### src/hw/rtl/lcd_pkg.sv
// Shared types and codes for the least-connections dispatcher.
// Has no dependencies; lcd_seq, the top level and the testbench import it.
package lcd_pkg;

  localparam int STATUS_W  = 2;
  localparam int WORKER_W  = 6;
  localparam int CONN_W    = 32;
  localparam int LOAD_W    = 16;
  localparam int STRAT_W   = 2;
  localparam int ACTIVE_W  = 7;
  localparam int REG_IDX_W = 2;
  localparam int CFG_W     = 7;

  localparam logic [ACTIVE_W-1:0] ACTIVE_RESET = 7'd8;
  localparam logic [LOAD_W-1:0]   LOAD_MAX     = 16'hFFFF;

  localparam logic [STATUS_W-1:0] ST_OK       = 2'd0;
  localparam logic [STATUS_W-1:0] ST_DISABLED = 2'd1;
  localparam logic [STATUS_W-1:0] ST_RANGE    = 2'd2;

  localparam logic OP_DISPATCH = 1'b0;
  localparam logic OP_RELEASE  = 1'b1;

  localparam logic [STRAT_W-1:0] STRAT_LEAST = 2'd0;
  localparam logic [STRAT_W-1:0] STRAT_RR    = 2'd1;
  localparam logic [STRAT_W-1:0] STRAT_ZERO  = 2'd2;

  localparam logic [REG_IDX_W-1:0] REG_STRATEGY = 2'd0;
  localparam logic [REG_IDX_W-1:0] REG_ENABLE   = 2'd1;
  localparam logic [REG_IDX_W-1:0] REG_ACTIVE   = 2'd2;

  typedef struct packed {
    logic [STRAT_W-1:0]  strategy;
    logic                enable;
    logic [ACTIVE_W-1:0] active_workers;
  } cfg_t;

  typedef struct packed {
    logic [STATUS_W-1:0] status;
    logic [WORKER_W-1:0] chosen_worker;
    logic [CONN_W-1:0]   conn_out;
    logic [LOAD_W-1:0]   worker_load;
  } res_t;

endpackage

### src/hw/rtl/lcd_count_mem.sv
// Load counter store: one write port, one registered read port.
// Per-entry valid bits make every counter read as zero after reset.
module lcd_count_mem #(
  parameter int DEPTH  = 8,
  parameter int DATA_W = 16,
  localparam int ADDR_W = $clog2(DEPTH > 1 ? DEPTH : 2)
) (
  input  logic              clk,
  input  logic              rst,
  input  logic              rd_en,
  input  logic [ADDR_W-1:0] rd_addr,
  output logic [DATA_W-1:0] rd_data,
  input  logic              wr_en,
  input  logic [ADDR_W-1:0] wr_addr,
  input  logic [DATA_W-1:0] wr_data
);

  logic [DATA_W-1:0] mem [DEPTH];
  logic [DEPTH-1:0]  valid;

  always_ff @(posedge clk) begin
    if (rst) begin
      valid <= '0;
    end else if (wr_en) begin
      valid[wr_addr] <= 1'b1;
    end
  end

  always_ff @(posedge clk) begin
    if (wr_en) begin
      mem[wr_addr] <= wr_data;
    end
  end

  always_ff @(posedge clk) begin
    if (rd_en) begin
      rd_data <= valid[rd_addr] ? mem[rd_addr] : '0;
    end
  end

endmodule

### src/hw/rtl/lcd_seq.sv
// Dispatch sequencer: scans the counter store through one shared compare,
// picks a worker and writes the saturated counter back. Uses lcd_pkg.
module lcd_seq #(
  parameter int NUM_WORKERS = 8,
  parameter int COUNT_BITS  = 16,
  localparam int IDX_W = $clog2(NUM_WORKERS > 1 ? NUM_WORKERS : 2)
) (
  input  logic                          clk,
  input  logic                          rst,
  input  lcd_pkg::cfg_t                 cfg,
  input  logic                          in_valid,
  output logic                          in_ready,
  input  logic                          opcode,
  input  logic [lcd_pkg::CONN_W-1:0]    conn_id,
  input  logic [lcd_pkg::WORKER_W-1:0]  release_worker,
  output logic                          rd_en,
  output logic [IDX_W-1:0]              rd_addr,
  input  logic [COUNT_BITS-1:0]         rd_data,
  output logic                          wr_en,
  output logic [IDX_W-1:0]              wr_addr,
  output logic [COUNT_BITS-1:0]         wr_data,
  input  logic                          res_ready,
  output logic                          res_valid,
  output lcd_pkg::res_t                 res
);

  import lcd_pkg::*;

  localparam int RPT_W = (COUNT_BITS > LOAD_W) ? COUNT_BITS : LOAD_W;
  localparam logic [COUNT_BITS-1:0] COUNT_MAX = '1;

  typedef enum logic [2:0] {S_IDLE, S_SCAN, S_DRAIN, S_ISSUE, S_FIN} state_t;

  state_t                  state;
  logic [IDX_W-1:0]        rr_ptr;
  logic [IDX_W-1:0]        last_least;
  logic [IDX_W-1:0]        scan_i;
  logic [IDX_W-1:0]        cmp_idx;
  logic                    cmp_vld;
  logic [IDX_W-1:0]        best0;
  logic [COUNT_BITS-1:0]   b0_cnt;
  logic [COUNT_BITS-1:0]   min_cnt;
  logic [IDX_W-1:0]        min_idx;
  logic [IDX_W-1:0]        target;
  logic                    is_least;
  logic                    skip_wr;
  logic [STATUS_W-1:0]     pre_status;
  logic                    op_q;
  logic [CONN_W-1:0]       conn_q;
  logic [WORKER_W-1:0]     rel_q;

  logic [ACTIVE_W-1:0]     w;
  logic [IDX_W-1:0]        rr_idx;
  logic [ACTIVE_W-1:0]     rr_inc;
  logic [IDX_W-1:0]        rr_next;
  logic [IDX_W-1:0]        best0_next;
  logic [COUNT_BITS-1:0]   cnt_cur;
  logic [COUNT_BITS-1:0]   new_cnt;
  logic [IDX_W-1:0]        chosen;
  logic [RPT_W-1:0]        rpt_ext;
  logic [LOAD_W-1:0]       rpt_load;

  // Worker count clamped to 1..NUM_WORKERS.
  always_comb begin
    if (cfg.active_workers == '0) begin
      w = ACTIVE_W'(1);
    end else if (cfg.active_workers > ACTIVE_W'(NUM_WORKERS)) begin
      w = ACTIVE_W'(NUM_WORKERS);
    end else begin
      w = cfg.active_workers;
    end
  end

  always_comb begin
    rr_idx     = (ACTIVE_W'(rr_ptr) < w) ? rr_ptr : '0;
    rr_inc     = ACTIVE_W'(rr_idx) + ACTIVE_W'(1);
    rr_next    = (rr_inc >= w) ? '0 : rr_inc[IDX_W-1:0];
    best0_next = (ACTIVE_W'(last_least) < w) ? last_least : '0;
  end

  // The previous winner keeps its place unless some worker is strictly lower;
  // otherwise the lowest index holding the minimum wins.
  always_comb begin
    cnt_cur = is_least ? min_cnt : rd_data;
    chosen  = is_least ? ((b0_cnt == min_cnt) ? best0 : min_idx) : target;
    if (op_q == OP_RELEASE) begin
      new_cnt = (cnt_cur == '0) ? cnt_cur : cnt_cur - COUNT_BITS'(1);
    end else begin
      new_cnt = (cnt_cur == COUNT_MAX) ? cnt_cur : cnt_cur + COUNT_BITS'(1);
    end
    rpt_ext  = RPT_W'(new_cnt);
    rpt_load = (rpt_ext > RPT_W'(LOAD_MAX)) ? LOAD_MAX : rpt_ext[LOAD_W-1:0];
  end

  always_comb begin
    in_ready  = (state == S_IDLE);
    rd_en     = (state == S_SCAN) || (state == S_ISSUE);
    rd_addr   = (state == S_SCAN) ? scan_i : target;
    res_valid = (state == S_FIN) && res_ready;
    wr_en     = res_valid && !skip_wr;
    wr_addr   = chosen;
    wr_data   = new_cnt;
    res.status = skip_wr ? pre_status : ST_OK;
    if (op_q == OP_RELEASE) begin
      res.chosen_worker = rel_q;
    end else begin
      res.chosen_worker = skip_wr ? '0 : WORKER_W'(chosen);
    end
    res.conn_out    = (op_q == OP_DISPATCH && !skip_wr) ? conn_q : '0;
    res.worker_load = skip_wr ? '0 : rpt_load;
  end

  always_ff @(posedge clk) begin
    if (rst) begin
      state      <= S_IDLE;
      rr_ptr     <= '0;
      last_least <= '0;
      cmp_vld    <= 1'b0;
    end else begin
      cmp_vld <= (state == S_SCAN);
      cmp_idx <= scan_i;
      if (cmp_vld) begin
        if (cmp_idx == '0 || rd_data < min_cnt) begin
          min_cnt <= rd_data;
          min_idx <= cmp_idx;
        end
        if (cmp_idx == best0) begin
          b0_cnt <= rd_data;
        end
      end
      unique case (state)
        S_IDLE: begin
          if (in_valid) begin
            op_q     <= opcode;
            conn_q   <= conn_id;
            rel_q    <= release_worker;
            is_least <= 1'b0;
            skip_wr  <= 1'b0;
            if (opcode == OP_DISPATCH) begin
              if (!cfg.enable) begin
                skip_wr    <= 1'b1;
                pre_status <= ST_DISABLED;
                state      <= S_FIN;
              end else begin
                unique case (cfg.strategy)
                  STRAT_LEAST: begin
                    is_least <= 1'b1;
                    best0    <= best0_next;
                    scan_i   <= '0;
                    state    <= S_SCAN;
                  end
                  STRAT_RR: begin
                    target <= rr_idx;
                    rr_ptr <= rr_next;
                    state  <= S_ISSUE;
                  end
                  default: begin
                    target <= '0;
                    state  <= S_ISSUE;
                  end
                endcase
              end
            end else if (ACTIVE_W'(release_worker) >= w) begin
              skip_wr    <= 1'b1;
              pre_status <= ST_RANGE;
              state      <= S_FIN;
            end else begin
              target <= release_worker[IDX_W-1:0];
              state  <= S_ISSUE;
            end
          end
        end
        S_SCAN: begin
          if (ACTIVE_W'(scan_i) == w - ACTIVE_W'(1)) begin
            state <= S_DRAIN;
          end else begin
            scan_i <= scan_i + IDX_W'(1);
          end
        end
        S_DRAIN: begin
          state <= S_FIN;
        end
        S_ISSUE: begin
          state <= S_FIN;
        end
        S_FIN: begin
          if (res_ready) begin
            if (is_least && !skip_wr) begin
              last_least <= chosen;
            end
            state <= S_IDLE;
          end
        end
        default: begin
          state <= S_IDLE;
        end
      endcase
    end
  end

  a_wr_with_result: assert property (@(posedge clk) disable iff (rst)
    wr_en |-> res_valid)
    else $error("counter written without a result");

  a_busy_after_accept: assert property (@(posedge clk) disable iff (rst)
    (in_valid && in_ready) |=> !in_ready)
    else $error("ready again right after an accepted item");

  a_no_write_on_error: assert property (@(posedge clk) disable iff (rst)
    (res_valid && res.status != ST_OK) |-> !wr_en)
    else $error("counter changed by a rejected item");

  a_drain_has_data: assert property (@(posedge clk) disable iff (rst)
    (state == S_DRAIN) |-> cmp_vld)
    else $error("scan drained without a pending compare");

endmodule

### src/hw/rtl/least_connections_dispatcher.sv
// Least-connections dispatcher. Least mode: the scan covers W counters
// (W = clamped active_workers), one counter read per cycle, then S_DRAIN and S_FIN.
// Round robin, worker zero and release pass through S_ISSUE; rejected items go to S_FIN.
// One item at a time; the next item is taken the cycle after the result is
// registered, while that result may still wait at the output.
// Synchronous reset clears counters (valid bits) and pointers and sets config to its defaults.
module least_connections_dispatcher #(
  parameter int NUM_WORKERS = 8,
  parameter int COUNT_BITS  = 16
) (
  input  logic                           clk,
  input  logic                           rst,
  input  logic                           cfg_write,
  input  logic [lcd_pkg::REG_IDX_W-1:0]  cfg_index,
  input  logic [lcd_pkg::CFG_W-1:0]      cfg_data,
  input  logic                           in_valid,
  output logic                           in_ready,
  input  logic                           opcode,
  input  logic [lcd_pkg::CONN_W-1:0]     conn_id,
  input  logic [lcd_pkg::WORKER_W-1:0]   release_worker,
  output logic                           out_valid,
  input  logic                           out_ready,
  output logic [lcd_pkg::STATUS_W-1:0]   status,
  output logic [lcd_pkg::WORKER_W-1:0]   chosen_worker,
  output logic [lcd_pkg::CONN_W-1:0]     conn_out,
  output logic [lcd_pkg::LOAD_W-1:0]     worker_load
);

  import lcd_pkg::*;

  localparam int IDX_W = $clog2(NUM_WORKERS > 1 ? NUM_WORKERS : 2);

  cfg_t                  cfg;
  res_t                  res;
  logic                  res_valid;
  logic                  res_ready;
  logic                  rd_en;
  logic [IDX_W-1:0]      rd_addr;
  logic [COUNT_BITS-1:0] rd_data;
  logic                  wr_en;
  logic [IDX_W-1:0]      wr_addr;
  logic [COUNT_BITS-1:0] wr_data;

  always_ff @(posedge clk) begin
    if (rst) begin
      cfg.strategy       <= STRAT_LEAST;
      cfg.enable         <= 1'b0;
      cfg.active_workers <= ACTIVE_RESET;
    end else if (cfg_write) begin
      unique case (cfg_index)
        REG_STRATEGY: cfg.strategy       <= cfg_data[STRAT_W-1:0];
        REG_ENABLE:   cfg.enable         <= cfg_data[0];
        REG_ACTIVE:   cfg.active_workers <= cfg_data[ACTIVE_W-1:0];
        default: ;
      endcase
    end
  end

  // The output register frees the sequencer as soon as its result is taken.
  assign res_ready = !out_valid || out_ready;

  always_ff @(posedge clk) begin
    if (rst) begin
      out_valid <= 1'b0;
    end else if (res_valid) begin
      out_valid <= 1'b1;
    end else if (out_ready) begin
      out_valid <= 1'b0;
    end
  end

  always_ff @(posedge clk) begin
    if (res_valid) begin
      status        <= res.status;
      chosen_worker <= res.chosen_worker;
      conn_out      <= res.conn_out;
      worker_load   <= res.worker_load;
    end
  end

  lcd_count_mem #(
    .DEPTH  (NUM_WORKERS),
    .DATA_W (COUNT_BITS)
  ) u_mem (
    .clk     (clk),
    .rst     (rst),
    .rd_en   (rd_en),
    .rd_addr (rd_addr),
    .rd_data (rd_data),
    .wr_en   (wr_en),
    .wr_addr (wr_addr),
    .wr_data (wr_data)
  );

  lcd_seq #(
    .NUM_WORKERS (NUM_WORKERS),
    .COUNT_BITS  (COUNT_BITS)
  ) u_seq (
    .clk            (clk),
    .rst            (rst),
    .cfg            (cfg),
    .in_valid       (in_valid),
    .in_ready       (in_ready),
    .opcode         (opcode),
    .conn_id        (conn_id),
    .release_worker (release_worker),
    .rd_en          (rd_en),
    .rd_addr        (rd_addr),
    .rd_data        (rd_data),
    .wr_en          (wr_en),
    .wr_addr        (wr_addr),
    .wr_data        (wr_data),
    .res_ready      (res_ready),
    .res_valid      (res_valid),
    .res            (res)
  );

endmodule

### config.mk
export PLATFORM = sky130hd
export DESIGN_NAME = least_connections_dispatcher
export DESIGN_NICKNAME = d
export VERILOG_FILES = /design/src/hw/rtl/lcd_pkg.sv /design/src/hw/rtl/lcd_count_mem.sv /design/src/hw/rtl/lcd_seq.sv /design/src/hw/rtl/least_connections_dispatcher.sv
export SDC_FILE = /design/constraint.sdc
export NUM_CORES = 1
export LEC_CHECK = 0
export BUFFER_PORTS_ARGS = -buffer_cell sky130_fd_sc_hd__buf_2
export CORE_ASPECT_RATIO = 1.2
export CORE_MARGIN = 3
export CORE_UTILIZATION = 55
export CTS_CLUSTER_SIZE = 40
export DETAILED_ROUTE_END_ITERATION = 6
export PLACE_DENSITY = 0.74
export SYNTH_ARGS = -nofsm -noshare
export SYNTH_HDL_FRONTEND = slang
export SYNTH_SLANG_ARGS = --single-unit
### constraint.sdc
create_clock -name clk -period 4.8 [get_ports clk]
set_input_delay 0.96 -clock clk [delete_from_list [all_inputs] [get_ports clk]]
set_output_delay 0.96 -clock clk [all_outputs]
set_load 0.01 [all_outputs]
# [Yosys cells after proc, flatten, opt, wreduce, memory -nomap -nowiden]
# Memories as Yosys holds them, arrays and structs flattened. A register that Yosys moved wholly into a read port is not among the register bits.
# Index checks and enable logic that the tools add are counted.
[op_classes] magnitude_cmp=10 addsub=5 n_reduce_logical=35 n_eq_ne=22 n_mux=47 n_bitwise=5
[ops] operator="16-bit two-way mux" n=5
[ops] operator="3-bit two-way mux" n=20
[ops] operator="16-bit by 1-bit adder with 16-bit output, second input constant" n=1
[ops] operator="16-bit equality test" n=1
[ops] operator="16-bit equality test, second input constant" n=1
[ops] operator="16-bit greater-than comparator, second input constant" n=1
[ops] operator="16-bit logical NOT" n=1
[ops] operator="16-bit less-than comparator" n=1
[ops] operator="16-bit by 1-bit subtractor with 16-bit output, second input constant" n=1
[ops] operator="3-bit AND reduction" n=5
[ops] operator="3-bit by 7-bit less-than comparator with 1-bit output" n=2
[ops] operator="7-bit two-way mux" n=2
[ops] operator="2-bit inequality test, second input constant" n=7
[ops] operator="3-bit one-hot mux with 2 select lines" n=2
[ops] operator="3-bit one-hot mux with 4 select lines" n=1
[ops] operator="6-bit AND reduction" n=2
[ops] operator="1-bit two-way mux" n=10
[ops] operator="5-bit AND reduction" n=2
[ops] operator="3-bit by 4-bit less-than comparator with 1-bit output, second input constant" n=2
[ops] operator="2-bit two-way mux" n=4
[ops] operator="2-bit by 1-bit inequality test with 1-bit output, second input constant" n=4
[ops] operator="8-bit OR" n=1
[ops] operator="3-bit by 7-bit equality test with 1-bit output" n=1
[ops] operator="6-bit by 7-bit >= comparator with 1-bit output" n=1
[ops] operator="other kinds (26)" n=46
[word_totals] mem_bits_rw=128 memories=1 reg_bits=175 output_inout_bits=58 wordCells=151 input_bits=53
[memory_table] name="u_mem.mem" words=8 width=16 read_ports=1 rd_ports_with_merged_regs=1 write_ports=1 line_no="lcd_count_mem.sv:18" text="logic [DATA_W-1:0] mem [DEPTH];"

# [Logic depth before layout (Yosys ltp)]
[depth] depth_word=8 ltp_mapped=17 ltp_nobuf=17

# [Cells and area by module]
# Synthesis repeated with hierarchy kept, for this count alone.
[unflattened] cells_unflattened=914 area_unflattened_um2=13995.9
[modules_own_cells] module="lcd_seq" n_inst=1 seq_area_each_um2=2902.8 cells_each=558 area_each_um2=6135.9
[modules_own_cells] module="lcd_count_mem" n_inst=1 seq_area_each_um2=4484.3 cells_each=253 area_each_um2=5689.2
[modules_own_cells] module="least_connections_dispatcher" n_inst=1 seq_area_each_um2=1901.8 cells_each=103 area_each_um2=2170.8

# [Worst setup path after synthesis]
# No wires, ideal clock.
[synth_path] path_type="reg2reg" from="register, netlist name cfg[6]" to="register u_seq.rr_ptr[2]" arrival_ns=3.922 required_time_ns=4.729 synth_period_minus_slack_ns=3.993 path_stages_with_launch=17 slack_ns=0.807 path_buffers=0 setup_time_ns=0.071 cell_sequence="dfxtp_1 nor4_1 nand2_1 ha_1 inv_1 a31oi_1 o21a_1 o21ai_0 and2_1 ha_1 ha_1 a21o_1 a21o_1 a211oi_1 and3b_1 o21ai_0 a21oi_1"
[synth_between] elab_chain_cells=8 word_cells_on_any_way=9 classes_between="add/sub (1); order compare (3); mux (4); reduce/logical (1)"
[synth_lines] item="7-bit by 4-bit greater-than comparator with 1-bit output" line_no="lcd_seq.sv:67" text="end else if (cfg.active_workers > ACTIVE_W'(NUM_WORKERS)) begin"
[synth_lines] item="7-bit two-way mux" line_no="lcd_seq.sv:67"
[synth_lines] item="7-bit two-way mux *" line_no="lcd_seq.sv:65" text="if (cfg.active_workers == '0) begin"
[synth_lines] item="3-bit by 7-bit less-than comparator with 1-bit output" line_no="lcd_seq.sv:75" text="rr_idx = (ACTIVE_W'(rr_ptr) < w) ? rr_ptr : '0;"
[synth_lines] item="3-bit two-way mux" line_no="lcd_seq.sv:75"
[synth_lines] item="3-bit by 1-bit adder with 4-bit output" line_no="lcd_seq.sv:76" text="rr_inc = ACTIVE_W'(rr_idx) + ACTIVE_W'(1);"
[synth_lines] item="7-bit >= comparator" line_no="lcd_seq.sv:77" text="rr_next = (rr_inc >= w) ? '0 : rr_inc[IDX_W-1:0];"
[synth_lines] item="3-bit two-way mux *" line_no="lcd_seq.sv:77"
[synth_lines] item="end signal: assignment" line_no="lcd_seq.sv:154" text="rr_ptr <= rr_next;"
[synth_lines] item="end: declaration" line_no="lcd_seq.sv:35" text="logic [IDX_W-1:0] rr_ptr;"
# Mark *: on every way between the ends. The rest lies on a longest branch, timed or not.
# A chain may end at the register's enable or synchronous reset.

# [Final worst setup path]
[layout_path] from="register u_seq.is_least" to="register worker_load[10] (netlist bit) (data pin)"
[layout_between] elab_chain_cells=6 word_cells_on_any_way=10 classes_between="add/sub (2); order compare (1); eq/ne (1); mux (5); reduce/logical (1)"
[layout_lines] item="start: declaration" line_no="lcd_seq.sv:45" text="logic is_least;"
[layout_lines] item="start signal: assignment" line_no="lcd_seq.sv:137" text="is_least <= 1'b0;"
[layout_lines] item="start signal: assignment" line_no="lcd_seq.sv:147" text="is_least <= 1'b1;"
[layout_lines] item="16-bit two-way mux *" line_no="lcd_seq.sv:84" text="cnt_cur = is_least ? min_cnt : rd_data;"
[layout_lines] item="16-bit by 1-bit adder with 16-bit output (tied with other cells)" line_no="lcd_seq.sv:89" text="new_cnt = (cnt_cur == COUNT_MAX) ? cnt_cur : cnt_cur + COUNT_BITS'(1);"
[layout_lines] item="16-bit two-way mux (on tied branches)" line_no="lcd_seq.sv:89, lcd_seq.sv:87"
[layout_lines] item="16-bit two-way mux *" line_no="lcd_seq.sv:86" text="if (op_q == OP_RELEASE) begin"
[layout_lines] item="via u_mem.wr_data[10]" line_no="lcd_count_mem.sv:15" text="input logic [DATA_W-1:0] wr_data"
[layout_lines] item="16-bit greater-than comparator" line_no="lcd_seq.sv:92" text="rpt_load = (rpt_ext > RPT_W'(LOAD_MAX)) ? LOAD_MAX : rpt_ext[LOAD_W-1:0];"
[layout_lines] item="16-bit two-way mux *" line_no="lcd_seq.sv:92"
[layout_lines] item="end signal: assignment" line_no="least_connections_dispatcher.sv:77" text="worker_load <= res.worker_load;"
[layout_lines] item="end: declaration" line_no="least_connections_dispatcher.sv:26" text="output logic [lcd_pkg::LOAD_W-1:0] worker_load"
# The timed path passes the listed nets; every way through them passes the cells marked *.

==> summary.txt <==
Run status
  – Outcome: completed

Synthesis
  – Commonest cells in the netlist: edfxtp_1 (290), nand2_1 (69), nor2_1 (50)
  – Netlist Area Pre-Place: ~14000 um2
  – Ranking of synthesized cells by area: edfxtp_1 (64%), mux4_2 (5.6%), dfxtp_1 (4.3%)
  – Area share of the largest cell type after synthesis: a little under two thirds
  – Distinct cells, synth: 66
  – Async set-reset flop share out of synthesis: 0%
  – Most numerous cell in the Yosys netlist: edfxtp_1
  – Synth Instances: 909
  – Number of flops mapped to enable cells by yosys: between 200 and 300
  – Avg Cell Area, Syn: 15.0 um2
  – Sequential share of the synthesized area: approximately two thirds
  – Synth area leader: edfxtp_1
  – YS warnings: 0
  – Top_reg_cell synth: edfxtp_1
  – Yosys reg bits: ~320

Finish
  – Layout area overhead: 15.3%
  – Fraction of layout cells with a size suffix above 1: between 20% and 30%
  – Post-route cell area: 15700 um2
  – Nets: ~1100

Power and ir drop
  – Switch share: 21.6%
  – Cell internal pwr: ~4.7 mW
  – Combinational share of power: under 10%
  – Sequential Power Share: a little over half
  – PwrDens: around 380 nW/um2
  – Clock network power share: 39.9%
  – Leak: roughly 5.7 nW
  – Psw: between 1 and 1.5 mW
  – Total Power: ~6 mW
  – Worst VDD drop: 399 uV

Place
  – Pre-CTS WS: 870 ps
  – Routability cong.: a little under 0.9
  – PortBufs: between 100 and 150
  – Placed Area: 14700 um2
  – HPWL Detailed: a little over 20 mm

Timing
  – Setup TNS: 0 ps
  – Final setup vio count: 0
  – Period utilisation layout: 83.9%
  – Final Skew: 16.3 ps
  – Max Clk Rate: 248 MHz
  – RSZ-0062 raised after global routing: no
  – Period minus WS final: roughly 4000 ps
  – Rel. slew slack: 30.0%
  – Setup slack after layout: ~770 ps
  – Worst Tran Pin Value: approximately 1100 ps
  – Max-slew violations: 0
  – Final Hold Viols: 0

Clock tree
  – Num Clock Sinks: around 320
  – Worst-path clk slew: around 60 ps
  – Bufs on Longest Clock Path: 3
  – Clk Latency, worst-skew pair: about 550 ps
  – Hold-fix buffers, CTS: 0
  – Clock buffer count from CTS: 30
  – Clk root buf: clkbuf_16
  – CTS H-tree depth: 1
  – PostCTS Resize Cnt: 0
  – Post-CTS Setup Bufs: 0
  – TritonCTS clock tree: built

Route
  – Via count: approximately 8000
  – DRC Markers: 0
  – 1st-iter DRT viols: about 720
  – Total Wirelength: 30.1 mm
  – Drt first pass iters: 5
  – Final ANT Viol Nets: 0
  – Drt wl/cell: 21.6 um
  – DR vias/cell: ~5.7

Setup path
  – Critical Path Slowest Stage Cell: edfxtp_1
  – Crit-path max FO: 30
  – CP required: 5210 ps
  – Worst Setup End Kind: flip-flop
  – Critical Path AT: 4430 ps
  – Crit path kind: reg -> reg
  – Crit path launch type: flip-flop
  – R2r setup slk: just under 800 ps
  – Largest stage delay on the critical path: roughly 1000 ps
  – Crit-path cells: mux2i_1, inv_1, ha_1, o21ai_0, nand4bb_1, nand2b_1, a31oi_1, xnor2_1, nor2b_1

Global routing
  – Vias in the first global route: roughly 8000
  – Met1 usage: around 29%
  – GR Util met3: around 3.2%
  – All-Layer GR Usage: 22.6%
  – Largest net degree at the start of global routing: 42
  – Initial antenna violation count: 0
  – Met2 GRT Util: 40.5%
  – Total gr overflow: 0
  – First-pass GRT wire length: 45.8 mm
  – Most used routing layer: met2

Die
  – FP Rows: a little over 60
  – Die Ht: around 180 um
  – Core area: 24200 um2
  – Starting Density: between 50% and 60%
  – # IOs: approximately 110
  – Die area: 26800 um2
  – Die X: ~150 um

Hold path
  – Worst hold path type: reg -> reg

Flow run
  – MaxCap Viol Count: 0
-- power by group through the flow --
stage	logic [mW]	registers (mW)	clock network, mW
2_1_floorplan	0.233	3.24	0
3_3_place_gp	0.402	3.23	0
3_5_place_dp	0.409	3.23	0
4_1_cts	0.411	3.17	2.41
5_1_grt	0.446	3.18	2.52
6_report	0.408	3.17	2.38
-- final timing paths --
check / endpoint / startpoint / cells after the start
max reg2reg: worker_load[10]$_SDFFCE_PP0P_ / u_seq.is_least$_SDFFCE_PP0P_ / 9
min reg2reg: u_mem.valid[2]$_SDFFE_PP0P_ / u_mem.valid[2]$_SDFFE_PP0P_ / 1
min: u_mem.valid[2]$_SDFFE_PP0P_ / u_mem.valid[2]$_SDFFE_PP0P_ / 1
max: worker_load[10]$_SDFFCE_PP0P_ / u_seq.is_least$_SDFFCE_PP0P_ / 9
-- kinds of logic after synthesis --
family / synth area share (%)
flops: 68.0
xor+xnor: 2.63
compound gates: 5.64
simple gates: 10.3
buf+inv: 1.76
mux: 8.47
fa+ha+maj: 3.12
other cells: 0.0275
-- layout by cell type (no fill, tap or decap), drive strengths merged, types with 33 or more instances in the layout --
| cell | count |
|---|---|
| a21oi | 44 |
| and2 | 46 |
| buf | 136 |
| clkbuf | 39 |
| edfxtp | 290 |
| ha | 34 |
| mux2i | 33 |
| mux4 | 34 |
| nand2 | 69 |
| nor2 | 50 |
-- sequential cells by signal (all words and copies together), names as in the netlist, 6 cells and up --
name and flops:
u_mem.mem 128, cfg 10, u_seq.rel_q 6, u_mem.valid 8
conn_out 32, u_seq.min_cnt 16, chosen_worker 6, u_seq.conn_q 32
u_seq.b0_cnt 16, u_mem.rd_data 16, worker_load 16
-- per-layer routing --
layer / vias to the layer above / part of all wire [%]
li1: 3738 / -
met1: 3954 / 40
met2: 254 / 53
met3: 46 / 5.4
met4: 0 / 1.9
met5: - / 0
-- worst max-delay path: cells and delay by family (launching register included) --
family | cells | cell delay (ps)
XOR/XNOR | 1 | 640
multiplexers | 1 | 430
AND/OR/NAND/NOR | 3 | 970
AO/OA/AOI/OAI | 2 | 420
flip-flops | 1 | 1040
adder cells (fa/ha/maj) | 1 | 230
buffers and inverters | 1 | 130
-- per-stage QoR --
stage	cells	hold slack (ps)	util, %
global placement	1337	440	60.9
detailed placement	1337	445	60.9
CTS	1393	460	65.0
floorplan	910	424	-
finish	1394	456	65.1
global route	1393	483	65.0
-- cell type report --
cell class | instances | area (um2)
Sequential cell | 319 | 9290
Antenna cell | 1 | 2.50
Inverter | 29 | 109
Fill cell | 1737 | 8460
Tap cell | 320 | 400
Timing Repair Buffer | 136 | 771
Multi-Input combinational cell | 533 | 4170
Clock buffer | 39 | 836
Clock inverter | 17 | 169
Note: power is estimated with default switching activity, not from simulation.
